[src/rtl/cpg_pkg.sv]
// ----------------------------------------------------------------------------
// cpg_pkg
// Shared types and constants of the circle point generator.
// ----------------------------------------------------------------------------
package cpg_pkg;

	localparam int COORD_BITS_DEF  = 12;
	localparam int RADIUS_BITS_DEF = 10;

	// one point per cycle unless stalled; index of a point inside one step
	localparam int PIDX_BITS = 3;

	typedef enum logic {
		KIND_START   = 1'b0,
		KIND_ADVANCE = 1'b1
	} kind_t;

	typedef enum logic {
		ARC_FULL  = 1'b0,
		ARC_LOWER = 1'b1
	} arc_mode_t;

	// point slots in output order of a full step; the lower arc uses
	// PT_XP_YN and PT_XN_YN only
	typedef enum logic [PIDX_BITS-1:0] {
		PT_XP_YP = 3'd0,
		PT_XN_YP = 3'd1,
		PT_XP_YN = 3'd2,
		PT_XN_YN = 3'd3,
		PT_YP_XP = 3'd4,
		PT_YN_XN = 3'd5,
		PT_YP_XN = 3'd6,
		PT_YN_XP = 3'd7
	} pt_slot_t;

	typedef struct packed {
		arc_mode_t mode;
		logic      done;
	} step_ctl_t;

endpackage

[src/rtl/cpg_if.sv]
// ----------------------------------------------------------------------------
// cpg_if
// Valid/ready channels of the circle point generator.
// ----------------------------------------------------------------------------
interface cpg_in_if #(
	parameter int COORD_BITS  = cpg_pkg::COORD_BITS_DEF,
	parameter int RADIUS_BITS = cpg_pkg::RADIUS_BITS_DEF
) ();
	logic                          valid;
	logic                          ready;
	logic                          kind;
	logic signed [COORD_BITS-1:0]  center_x;
	logic signed [COORD_BITS-1:0]  center_y;
	logic        [RADIUS_BITS-1:0] radius;

	modport source (output valid, kind, center_x, center_y, radius, input ready);
	modport sink   (input valid, kind, center_x, center_y, radius, output ready);
endinterface

interface cpg_out_if #(
	parameter int COORD_BITS = cpg_pkg::COORD_BITS_DEF
) ();
	logic                       valid;
	logic                       ready;
	logic signed [COORD_BITS:0] point_x;
	logic signed [COORD_BITS:0] point_y;
	logic                       last_of_step;
	logic                       circle_done;

	modport source (output valid, point_x, point_y, last_of_step, circle_done, input ready);
	modport sink   (input valid, point_x, point_y, last_of_step, circle_done, output ready);
endinterface

interface cpg_cfg_if ();
	logic valid;
	logic ready;
	logic data;

	modport source (output valid, data, input ready);
	modport sink   (input valid, data, output ready);
endinterface

[src/rtl/cpg_point_emitter.sv]
// ----------------------------------------------------------------------------
// cpg_point_emitter
// Holds one column step and sends its symmetric points, one per cycle
// unless the output stalls, through a registered output stage.
// ----------------------------------------------------------------------------
module cpg_point_emitter #(
	parameter int COORD_BITS  = cpg_pkg::COORD_BITS_DEF,
	parameter int RADIUS_BITS = cpg_pkg::RADIUS_BITS_DEF
) (
	input  logic                          clk,
	input  logic                          arst_n,
	input  logic                          step_valid,
	output logic                          step_ready,
	input  logic signed [COORD_BITS-1:0]  step_cx,
	input  logic signed [COORD_BITS-1:0]  step_cy,
	input  logic        [RADIUS_BITS:0]   step_x,
	input  logic        [RADIUS_BITS-1:0] step_y,
	input  cpg_pkg::step_ctl_t            step_ctl,
	output logic                          out_valid,
	input  logic                          out_ready,
	output logic signed [COORD_BITS:0]    point_x,
	output logic signed [COORD_BITS:0]    point_y,
	output logic                          last_of_step,
	output logic                          circle_done
);
	import cpg_pkg::*;

	localparam int PW = COORD_BITS + 1;

	// step buffer
	logic                 buf_vld_q;
	logic [PIDX_BITS-1:0] idx_q;
	logic [PW-1:0]        cx_s1;
	logic [PW-1:0]        cy_s1;
	logic [PW-1:0]        x_s1;
	logic [PW-1:0]        y_s1;
	step_ctl_t            ctl_s1;

	// output stage
	logic                 out_vld_q;
	logic [PW-1:0]        px_s2;
	logic [PW-1:0]        py_s2;
	logic                 last_s2;
	logic                 done_s2;

	logic                 out_load;
	logic                 buf_last;
	pt_slot_t             sel;
	logic [PW-1:0]        mag_x;
	logic [PW-1:0]        mag_y;
	logic                 neg_x;
	logic                 neg_y;
	logic [PW-1:0]        px_nxt;
	logic [PW-1:0]        py_nxt;

	assign out_load   = buf_vld_q && (!out_vld_q || out_ready);
	assign buf_last   = (ctl_s1.mode == ARC_LOWER) ? (idx_q == PIDX_BITS'(1))
	                                               : (idx_q == PIDX_BITS'(7));
	assign step_ready = !buf_vld_q || (out_load && buf_last);

	// lower arc starts at the third slot of the full order
	assign sel = pt_slot_t'((ctl_s1.mode == ARC_LOWER) ? idx_q + PIDX_BITS'(PT_XP_YN)
	                                                   : idx_q);

	always_comb begin
		mag_x = x_s1;
		mag_y = y_s1;
		neg_x = 1'b0;
		neg_y = 1'b0;
		unique case (sel)
			PT_XP_YP: begin
				mag_x = x_s1; neg_x = 1'b0; mag_y = y_s1; neg_y = 1'b0;
			end
			PT_XN_YP: begin
				mag_x = x_s1; neg_x = 1'b1; mag_y = y_s1; neg_y = 1'b0;
			end
			PT_XP_YN: begin
				mag_x = x_s1; neg_x = 1'b0; mag_y = y_s1; neg_y = 1'b1;
			end
			PT_XN_YN: begin
				mag_x = x_s1; neg_x = 1'b1; mag_y = y_s1; neg_y = 1'b1;
			end
			PT_YP_XP: begin
				mag_x = y_s1; neg_x = 1'b0; mag_y = x_s1; neg_y = 1'b0;
			end
			PT_YN_XN: begin
				mag_x = y_s1; neg_x = 1'b1; mag_y = x_s1; neg_y = 1'b1;
			end
			PT_YP_XN: begin
				mag_x = y_s1; neg_x = 1'b0; mag_y = x_s1; neg_y = 1'b1;
			end
			PT_YN_XP: begin
				mag_x = y_s1; neg_x = 1'b1; mag_y = x_s1; neg_y = 1'b0;
			end
		endcase
		px_nxt = neg_x ? cx_s1 - mag_x : cx_s1 + mag_x;
		py_nxt = neg_y ? cy_s1 - mag_y : cy_s1 + mag_y;
	end

	always_ff @(posedge clk or negedge arst_n) begin
		if (!arst_n) begin
			buf_vld_q <= 1'b0;
			idx_q     <= '0;
		end else if (step_valid) begin
			buf_vld_q <= 1'b1;
			idx_q     <= '0;
		end else if (out_load) begin
			if (buf_last) begin
				buf_vld_q <= 1'b0;
			end else begin
				idx_q <= idx_q + PIDX_BITS'(1);
			end
		end
	end

	// offsets wider than a point wrap like the point itself
	always_ff @(posedge clk) begin
		if (step_valid) begin
			cx_s1  <= PW'(step_cx);
			cy_s1  <= PW'(step_cy);
			x_s1   <= PW'(step_x);
			y_s1   <= PW'(step_y);
			ctl_s1 <= step_ctl;
		end
	end

	always_ff @(posedge clk or negedge arst_n) begin
		if (!arst_n) begin
			out_vld_q <= 1'b0;
		end else if (out_load) begin
			out_vld_q <= 1'b1;
		end else if (out_ready) begin
			out_vld_q <= 1'b0;
		end
	end

	always_ff @(posedge clk) begin
		if (out_load) begin
			px_s2   <= px_nxt;
			py_s2   <= py_nxt;
			last_s2 <= buf_last;
			done_s2 <= ctl_s1.done;
		end
	end

	assign out_valid    = out_vld_q;
	assign point_x      = $signed(px_s2);
	assign point_y      = $signed(py_s2);
	assign last_of_step = last_s2;
	assign circle_done  = done_s2;

endmodule

[src/rtl/circle_point_generator_core.sv]
// ----------------------------------------------------------------------------
// circle_point_generator_core
// Midpoint-style circle outline rasterizer with eight-way symmetry.
// ----------------------------------------------------------------------------
// Channels: items (sink) carries start and advance commands, points (source)
// carries outline points, cfg (sink) writes arc_mode and is always ready.
// A start transfer loads center and radius and produces no point. Each
// advance transfer of an active circle produces eight points (full mode) or
// two points (lower arc), the final one flagged last_of_step; circle_done
// marks every point of the circle's final column.
// The first point of an advance passes the step buffer and then the output
// register. The points port moves one point per cycle while points is
// ready; a start or an empty advance produces no point. The next step is
// computed from running squares (adds only) and sits in a one-step buffer,
// so an item is taken as the previous step's last point moves on to the
// output register. If points stalls, the output register holds, the
// buffer fills and items drops ready until the buffered step's last point
// has moved on to the output register.
// Reset clears the circle state to idle and arc_mode to full.
// ----------------------------------------------------------------------------
module circle_point_generator_core #(
	parameter int COORD_BITS  = cpg_pkg::COORD_BITS_DEF,
	parameter int RADIUS_BITS = cpg_pkg::RADIUS_BITS_DEF
) (
	input  logic     clk,
	input  logic     arst_n,
	cpg_cfg_if.sink  cfg,
	cpg_in_if.sink   items,
	cpg_out_if.source points
);
	import cpg_pkg::*;

	localparam int XW  = RADIUS_BITS + 1;
	localparam int SQW = 2 * RADIUS_BITS + 2;

	arc_mode_t                    arc_mode_q;
	logic [XW-1:0]                offset_x_q;
	logic [RADIUS_BITS-1:0]       offset_y_q;
	logic signed [COORD_BITS-1:0] center_x_q;
	logic signed [COORD_BITS-1:0] center_y_q;
	logic [SQW-1:0]               radius_sq_q;
	logic [SQW-1:0]               x_sq_q;
	logic [SQW-1:0]               y_sq_q;
	logic                         active_q;

	logic                         in_xfer;
	logic                         is_start;
	logic                         in_range;
	logic                         emit;
	logic [XW-1:0]                nx;
	logic [SQW-1:0]               nx_sq;
	logic                         dec_y;
	logic [RADIUS_BITS-1:0]       ny;
	logic [SQW-1:0]               ny_sq;
	logic                         done;
	logic [SQW-1:0]               r_sq;
	logic                         step_ready;
	step_ctl_t                    step_ctl;

	assign cfg.ready = 1'b1;

	assign in_xfer  = items.valid && items.ready;
	assign is_start = (kind_t'(items.kind) == KIND_START);
	assign in_range = (offset_x_q <= {1'b0, offset_y_q});
	assign emit     = in_xfer && !is_start && active_q && in_range;

	// (x+1)^2 = x^2 + 2x + 1, (y-1)^2 = y^2 - 2y + 1
	assign nx    = offset_x_q + XW'(1);
	assign nx_sq = x_sq_q + SQW'({offset_x_q, 1'b0}) + SQW'(1);
	assign dec_y = (nx_sq + y_sq_q) > radius_sq_q;
	assign ny    = offset_y_q - RADIUS_BITS'(dec_y);
	assign ny_sq = dec_y ? y_sq_q - SQW'({offset_y_q, 1'b0}) + SQW'(1) : y_sq_q;
	// compare against y before the wrap of y-1 at zero
	assign done  = dec_y ? ({1'b0, offset_y_q} <= nx) : ({1'b0, offset_y_q} < nx);

	assign r_sq  = SQW'(items.radius) * SQW'(items.radius);

	assign step_ctl.mode = arc_mode_q;
	assign step_ctl.done = done;
	assign items.ready   = step_ready;

	always_ff @(posedge clk or negedge arst_n) begin
		if (!arst_n) begin
			arc_mode_q <= ARC_FULL;
		end else if (cfg.valid && cfg.ready) begin
			arc_mode_q <= arc_mode_t'(cfg.data);
		end
	end

	always_ff @(posedge clk or negedge arst_n) begin
		if (!arst_n) begin
			offset_x_q  <= '0;
			offset_y_q  <= '0;
			center_x_q  <= '0;
			center_y_q  <= '0;
			radius_sq_q <= '0;
			x_sq_q      <= '0;
			y_sq_q      <= '0;
			active_q    <= 1'b0;
		end else if (in_xfer) begin
			if (is_start) begin
				center_x_q  <= items.center_x;
				center_y_q  <= items.center_y;
				offset_x_q  <= '0;
				offset_y_q  <= items.radius;
				radius_sq_q <= r_sq;
				x_sq_q      <= '0;
				y_sq_q      <= r_sq;
				active_q    <= 1'b1;
			end else if (active_q) begin
				if (in_range) begin
					offset_x_q <= nx;
					offset_y_q <= ny;
					x_sq_q     <= nx_sq;
					y_sq_q     <= ny_sq;
					if (done) begin
						active_q <= 1'b0;
					end
				end else begin
					active_q <= 1'b0;
				end
			end
		end
	end

	cpg_point_emitter #(
		.COORD_BITS (COORD_BITS),
		.RADIUS_BITS(RADIUS_BITS)
	) u_emitter (
		.clk         (clk),
		.arst_n      (arst_n),
		.step_valid  (emit),
		.step_ready  (step_ready),
		.step_cx     (center_x_q),
		.step_cy     (center_y_q),
		.step_x      (offset_x_q),
		.step_y      (offset_y_q),
		.step_ctl    (step_ctl),
		.out_valid   (points.valid),
		.out_ready   (points.ready),
		.point_x     (points.point_x),
		.point_y     (points.point_y),
		.last_of_step(points.last_of_step),
		.circle_done (points.circle_done)
	);

endmodule

[src/flat_wrapper.sv]
// flat-port wrapper written by rule: the top's interface ports become plain ports
module circle_point_generator_core_flat import cpg_pkg::*;
#(
	parameter int COORD_BITS  = cpg_pkg::COORD_BITS_DEF,
	parameter int RADIUS_BITS = cpg_pkg::RADIUS_BITS_DEF
)
  (clk, arst_n, cfg_valid, cfg_data, cfg_ready, items_valid, items_kind, items_center_x, items_center_y, items_radius, items_ready, points_valid, points_point_x, points_point_y, points_last_of_step, points_circle_done, points_ready);
  cpg_cfg_if cfg_i ();
  cpg_in_if #(.COORD_BITS(COORD_BITS), .RADIUS_BITS(RADIUS_BITS)) items_i ();
  cpg_out_if #(.COORD_BITS(COORD_BITS)) points_i ();
  input  logic clk;
  input  logic arst_n;
  input wire logic [$bits(cfg_i.valid)-1:0] cfg_valid;
  input wire logic [$bits(cfg_i.data)-1:0] cfg_data;
  output wire logic [$bits(cfg_i.ready)-1:0] cfg_ready;
  input wire logic [$bits(items_i.valid)-1:0] items_valid;
  input wire logic [$bits(items_i.kind)-1:0] items_kind;
  input wire logic [$bits(items_i.center_x)-1:0] items_center_x;
  input wire logic [$bits(items_i.center_y)-1:0] items_center_y;
  input wire logic [$bits(items_i.radius)-1:0] items_radius;
  output wire logic [$bits(items_i.ready)-1:0] items_ready;
  output wire logic [$bits(points_i.valid)-1:0] points_valid;
  output wire logic [$bits(points_i.point_x)-1:0] points_point_x;
  output wire logic [$bits(points_i.point_y)-1:0] points_point_y;
  output wire logic [$bits(points_i.last_of_step)-1:0] points_last_of_step;
  output wire logic [$bits(points_i.circle_done)-1:0] points_circle_done;
  input wire logic [$bits(points_i.ready)-1:0] points_ready;
  assign cfg_i.valid = cfg_valid;
  assign cfg_i.data = cfg_data;
  assign cfg_ready = cfg_i.ready;
  assign items_i.valid = items_valid;
  assign items_i.kind = items_kind;
  assign items_i.center_x = items_center_x;
  assign items_i.center_y = items_center_y;
  assign items_i.radius = items_radius;
  assign items_ready = items_i.ready;
  assign points_valid = points_i.valid;
  assign points_point_x = points_i.point_x;
  assign points_point_y = points_i.point_y;
  assign points_last_of_step = points_i.last_of_step;
  assign points_circle_done = points_i.circle_done;
  assign points_i.ready = points_ready;
  circle_point_generator_core #(.COORD_BITS(COORD_BITS), .RADIUS_BITS(RADIUS_BITS)) u_core (.clk(clk), .arst_n(arst_n), .cfg(cfg_i), .items(items_i), .points(points_i));
endmodule
[config.mk]
export PLATFORM = sky130hd
export DESIGN_NAME = circle_point_generator_core_flat
export DESIGN_NICKNAME = d
export VERILOG_FILES = /design/src/rtl/cpg_pkg.sv /design/src/rtl/cpg_if.sv /design/src/rtl/cpg_point_emitter.sv /design/src/rtl/circle_point_generator_core.sv /design/src/flat_wrapper.sv
export SDC_FILE = /design/constraint.sdc
export NUM_CORES = 1
export LEC_CHECK = 0
export BUFFER_PORTS_ARGS = -buffer_cell sky130_fd_sc_hd__buf_2
export CAP_MARGIN = 0
export CORE_ASPECT_RATIO = 0.8
export CORE_UTILIZATION = 57
export DETAILED_ROUTE_END_ITERATION = 8
export HOLD_SLACK_MARGIN = 0.12
export PLACE_DENSITY = 0.76
export RECOVER_POWER = 25
export SYNTH_ARGS = -nofsm -noshare
export SYNTH_HDL_FRONTEND = slang
export SYNTH_SLANG_ARGS = --single-unit
[constraint.sdc]
create_clock -name clk -period 5.9 [get_ports clk]
set_input_delay 0.295 -clock clk [delete_from_list [all_inputs] [get_ports clk]]
set_output_delay 0.295 -clock clk [all_outputs]
set_load 0.03 [all_outputs]
==> impl_metrics.json <==
{
  "rows": 53,
  "slew_headroom_pct": -139.2,
  "coreArea_um2": 26330,
  "status": "finished with violations",
  "nFillCells": 2051,
  "clk_pin_slew_ns": 0.08,
  "clk_path_buf_depth": 2,
  "path_class": "register to register",
  "rsz0062_at_grt": "true",
  "antenna_left": 0,
  "cellPowerDensity_nw_per_um2": 596.4,
  "grt_usage_pct": 28.65,
  "synth_area_um2": 15300,
  "layout_setup_ws_ns": -0.09447,
  "initial_core_util_pct": 58.13,
  "crit_slowest_cell": "dfrtp_1",
  "synth-seq-cells": 190,
  "synthCells": 1587,
  "peakVddDrop_uv": 304.6,
  "synth_edf_count": 75,
  "worstMarginPinSlew_ns": 3.588,
  "layout-drive-gt1-share_pct": 13.05,
  "detail_route.wl_per_cell_um": 18.13,
  "synth_cell_types": 82,
  "critPathLaunch": "u_core.x_sq_q[0]",
  "gp_congestion": 0.9201,
  "drv_slew": 61,
  "io_buffer_count": 70,
  "grt_pass1_wl_mm": 60.70,
  "utilization_pct": 66.50,
  "synth_warnings": 0,
  "r2r-end": "u_core.offset_y_q[6]",
  "grt_max_degree": 61,
  "insertion_delay_ns": 0.46,
  "worstHoldPathType": "input port to register",
  "dpl.hpwl_mm": 28.03,
  "clock-sinks": 190,
  "min_period_ns": 5.994,
  "fin_skew_ns": 0.01213,
  "remaining_drc_errors": 0,
  "ys_async_sr_fraction_pct": 60.53,
  "violations": "max-capacitance violations, max-slew violations, negative setup slack",
  "first_iter_violations": 1150,
  "multiInputGateArea_um2": 9656,
  "min_path_cells": 3,
  "antenna_cells": 0,
  "first_global_vias": 11745,
  "dieArea_um2": 27510,
  "leakage_nw": 8.372,
  "cts_tree": "built",
  "routed_wl_mm": 37.99,
  "fmax_mhz": 166.8,
  "whs_ns": 0.1781,
  "crit_fanout": 3,
  "p_total_mw": 10.44,
  "r2r_cells": 31,
  "via_count": 12327,
  "routed_via_density": 5.881,
  "antenna_found_initial": 0,
  "worstPathRequired_ns": 6.24,
  "rrSetupSlack_ns": -0.09,
  "fp.dieW_um": 185.2,
  "ys.flop_type": "dfrtp_1",
  "maxCapViolCount": 1,
  "crit_arrival_ns": 6.33,
  "cts_buffers": 17,
  "nets": 2000,
  "ff_latch_area_um2": 5130,
  "drtPass1Iterations": 5,
  "min_to": "u_core.u_emitter.out_valid",
  "fin_setup_tns_ns": -0.2060,
  "htreeDepth": 4,
  "fin_crit_sh_pct": 101.6,
  "cts_root_buf": "clkbuf_16",
  "min_from": "points_ready",
  "cp-end-kind": "register",
  "rr_startpoint": "u_core.x_sq_q[0]",
  "grt_overflow": 0,
  "start_kind": "register",
  "io_pins": 72,
  "finalSetupViolations": 3,
  "avgSynthCellArea_um2": 9.644,
  "synth_nets": 1861,
  "cpPeakStageDelay_ns": 0.38,
  "seq_area_frac_synth_pct": 33.52,
  "finalHoldViolCount": 0,
  "die_h_um": 148.6,
  "synthToLayoutAreaGrowth_pct": 14.39
}
[registers in the layout, indices dropped and copies added, names as in the netlist, 2 cells and up]
| register | cells |
|---|---|
| u_core.radius_sq_q | 19 |
| u_core.u_emitter.idx_q | 3 |
| u_core.u_emitter.point_x | 13 |
| u_core.y_sq_q | 22 |
| u_core.u_emitter.point_y | 13 |
| u_core.center_y_q | 12 |
| u_core.x_sq_q | 22 |
| u_core.center_x_q | 12 |
| u_core.u_emitter.x_s1 | 11 |
| u_core.offset_y_q | 10 |
| u_core.u_emitter.ctl_s1 | 2 |
| u_core.u_emitter.cx_s1 | 12 |
| u_core.u_emitter.cy_s1 | 12 |
| u_core.offset_x_q | 11 |
| u_core.u_emitter.y_s1 | 10 |
[layout make-up]
cell class,instances,area share (%)
sequential,190,29.30
clock buffer,18,2.509
multi-input combinational,1218,55.15
timing repair buffer,165,6.511
clock inverter,14,1.101
inverter,134,2.873
tap,357,2.551
[synthesized netlist by cell type, types with 14 or more instances]
| cell type | count | area, µm² |
|---|---|---|
| nand2b_1 | 16 | 100.1 |
| fa_1 | 51 | 1021 |
| o21a_1 | 22 | 165.2 |
| a21o_1 | 31 | 232.7 |
| mux2_2 | 17 | 191.4 |
| edfxtp_1 | 75 | 2252 |
| mux2i_1 | 37 | 370.4 |
| nor2_1 | 91 | 341.6 |
| xor2_1 | 41 | 359.1 |
| nor2b_1 | 14 | 87.58 |
| dfrtp_1 | 115 | 2878 |
| o21ai_0 | 83 | 415.4 |
| nor3_1 | 18 | 90.09 |
| nand3_1 | 32 | 160.2 |
| a21oi_1 | 77 | 385.4 |
| and2_1 | 35 | 219.0 |
| clkbuf_1 | 37 | 138.9 |
| ha_1 | 182 | 2277 |
| a22o_1 | 15 | 131.4 |
| nand2_1 | 190 | 713.2 |
| xnor2_1 | 86 | 753.2 |
| inv_1 | 132 | 495.5 |
[critical path: cells and delay by family (launching register included)]
kind | cells | cell delay, ns
xor gates and xnor gates | 2 | 0.40
and+or+nand+nor | 5 | 0.56
AOI/OAI and AO/OA | 17 | 3.12
DFF | 1 | 0.38
buffers and inverters | 2 | 0.14
adders and majority gates | 5 | 1.29
[layout by cell type, fill, tap and decap left out, drive strengths merged, types with 22 or more instances in the layout]
cell	synthesis	routed
dlygate4sd3	0	27
ha	182	182
nor2	91	91
a21o	31	31
and2	36	36
fa	51	51
edfxtp	75	75
mux2i	37	37
buf	8	127
o21a	22	22
o21ai	88	88
a21oi	80	80
clkbuf	37	29
nand3	32	32
inv	132	139
mux2	22	22
dfrtp	115	115
xor2	41	41
nand2	190	190
xnor2	86	86
[metal layers]
metal	share of wire, %	GRT usage [%]	vias up
li1	-	-	5873
met1	46	42.25	5932
met2	44	42.42	476
met3	8.2	6.342	46
met4	1.5	7.479	0
met5	0	0	-
[power breakdown]
group	leakage, nW	total [mW]	switching, mW	internal (mW)
sequential	2.16	2.41	0.394	2.01
clock	0.310	1.25	0.586	0.662
combinational	5.91	6.78	3.86	2.92
total	8.37	10.4	4.84	5.60
[through the flow]
step	std cells	instance area (µm²)	setup slack, ns
6_report	2096	17510	-0.09447
5_1_grt	2096	17510	-0.3700
4_1_cts	2088	17400	-0.1209
3_5_place_dp	2018	16360	-0.2744
3_3_place_gp	2018	16360	-0.09680
2_1_floorplan	1587	15320	0.01968
[worst max-delay path by stage]
| stage | endpoint | slack (ns) |
|---|---|---|
| final | u_core.offset_y_q[6] | -0.09 |
| after global routing | u_core.offset_y_q[6] | -0.37 |
| after CTS | u_core.offset_y_q[6] | -0.12 |
| after detailed placement | u_core.offset_y_q[6] | -0.27 |
| after global placement | u_core.offset_y_q[6] | -0.1 |
| after floorplan | u_core.offset_y_q[6] | 0.02 |
[what timing repair did]
item / in CTS / in global routing
endpoints found under the setup margin: 14 / 32
resized for setup: 14 / 23
buffers inserted: 11 / 8
endpoints found under the hold margin: 84 / 0
gates cloned: 0 / 0
hold buffers: 27 / 0
pin swaps: 21 / 26
[kinds of logic (layout without fill, tap and decap cells)]
family / Yosys count / in the layout / share of synthesized area [%]
AOI/OAI and AO/OA: 356 / 356 / 15.73
xor gates and xnor gates: 127 / 127 / 7.268
adders and majority gates: 233 / 233 / 21.55
buffers and inverters: 179 / 331 / 4.505
DFF: 190 / 190 / 33.52
muxes: 59 / 59 / 4.161
other: 1 / 1 / 0.02450
and+or+nand+nor: 442 / 442 / 13.24
(Power assumes the default switching activity.)
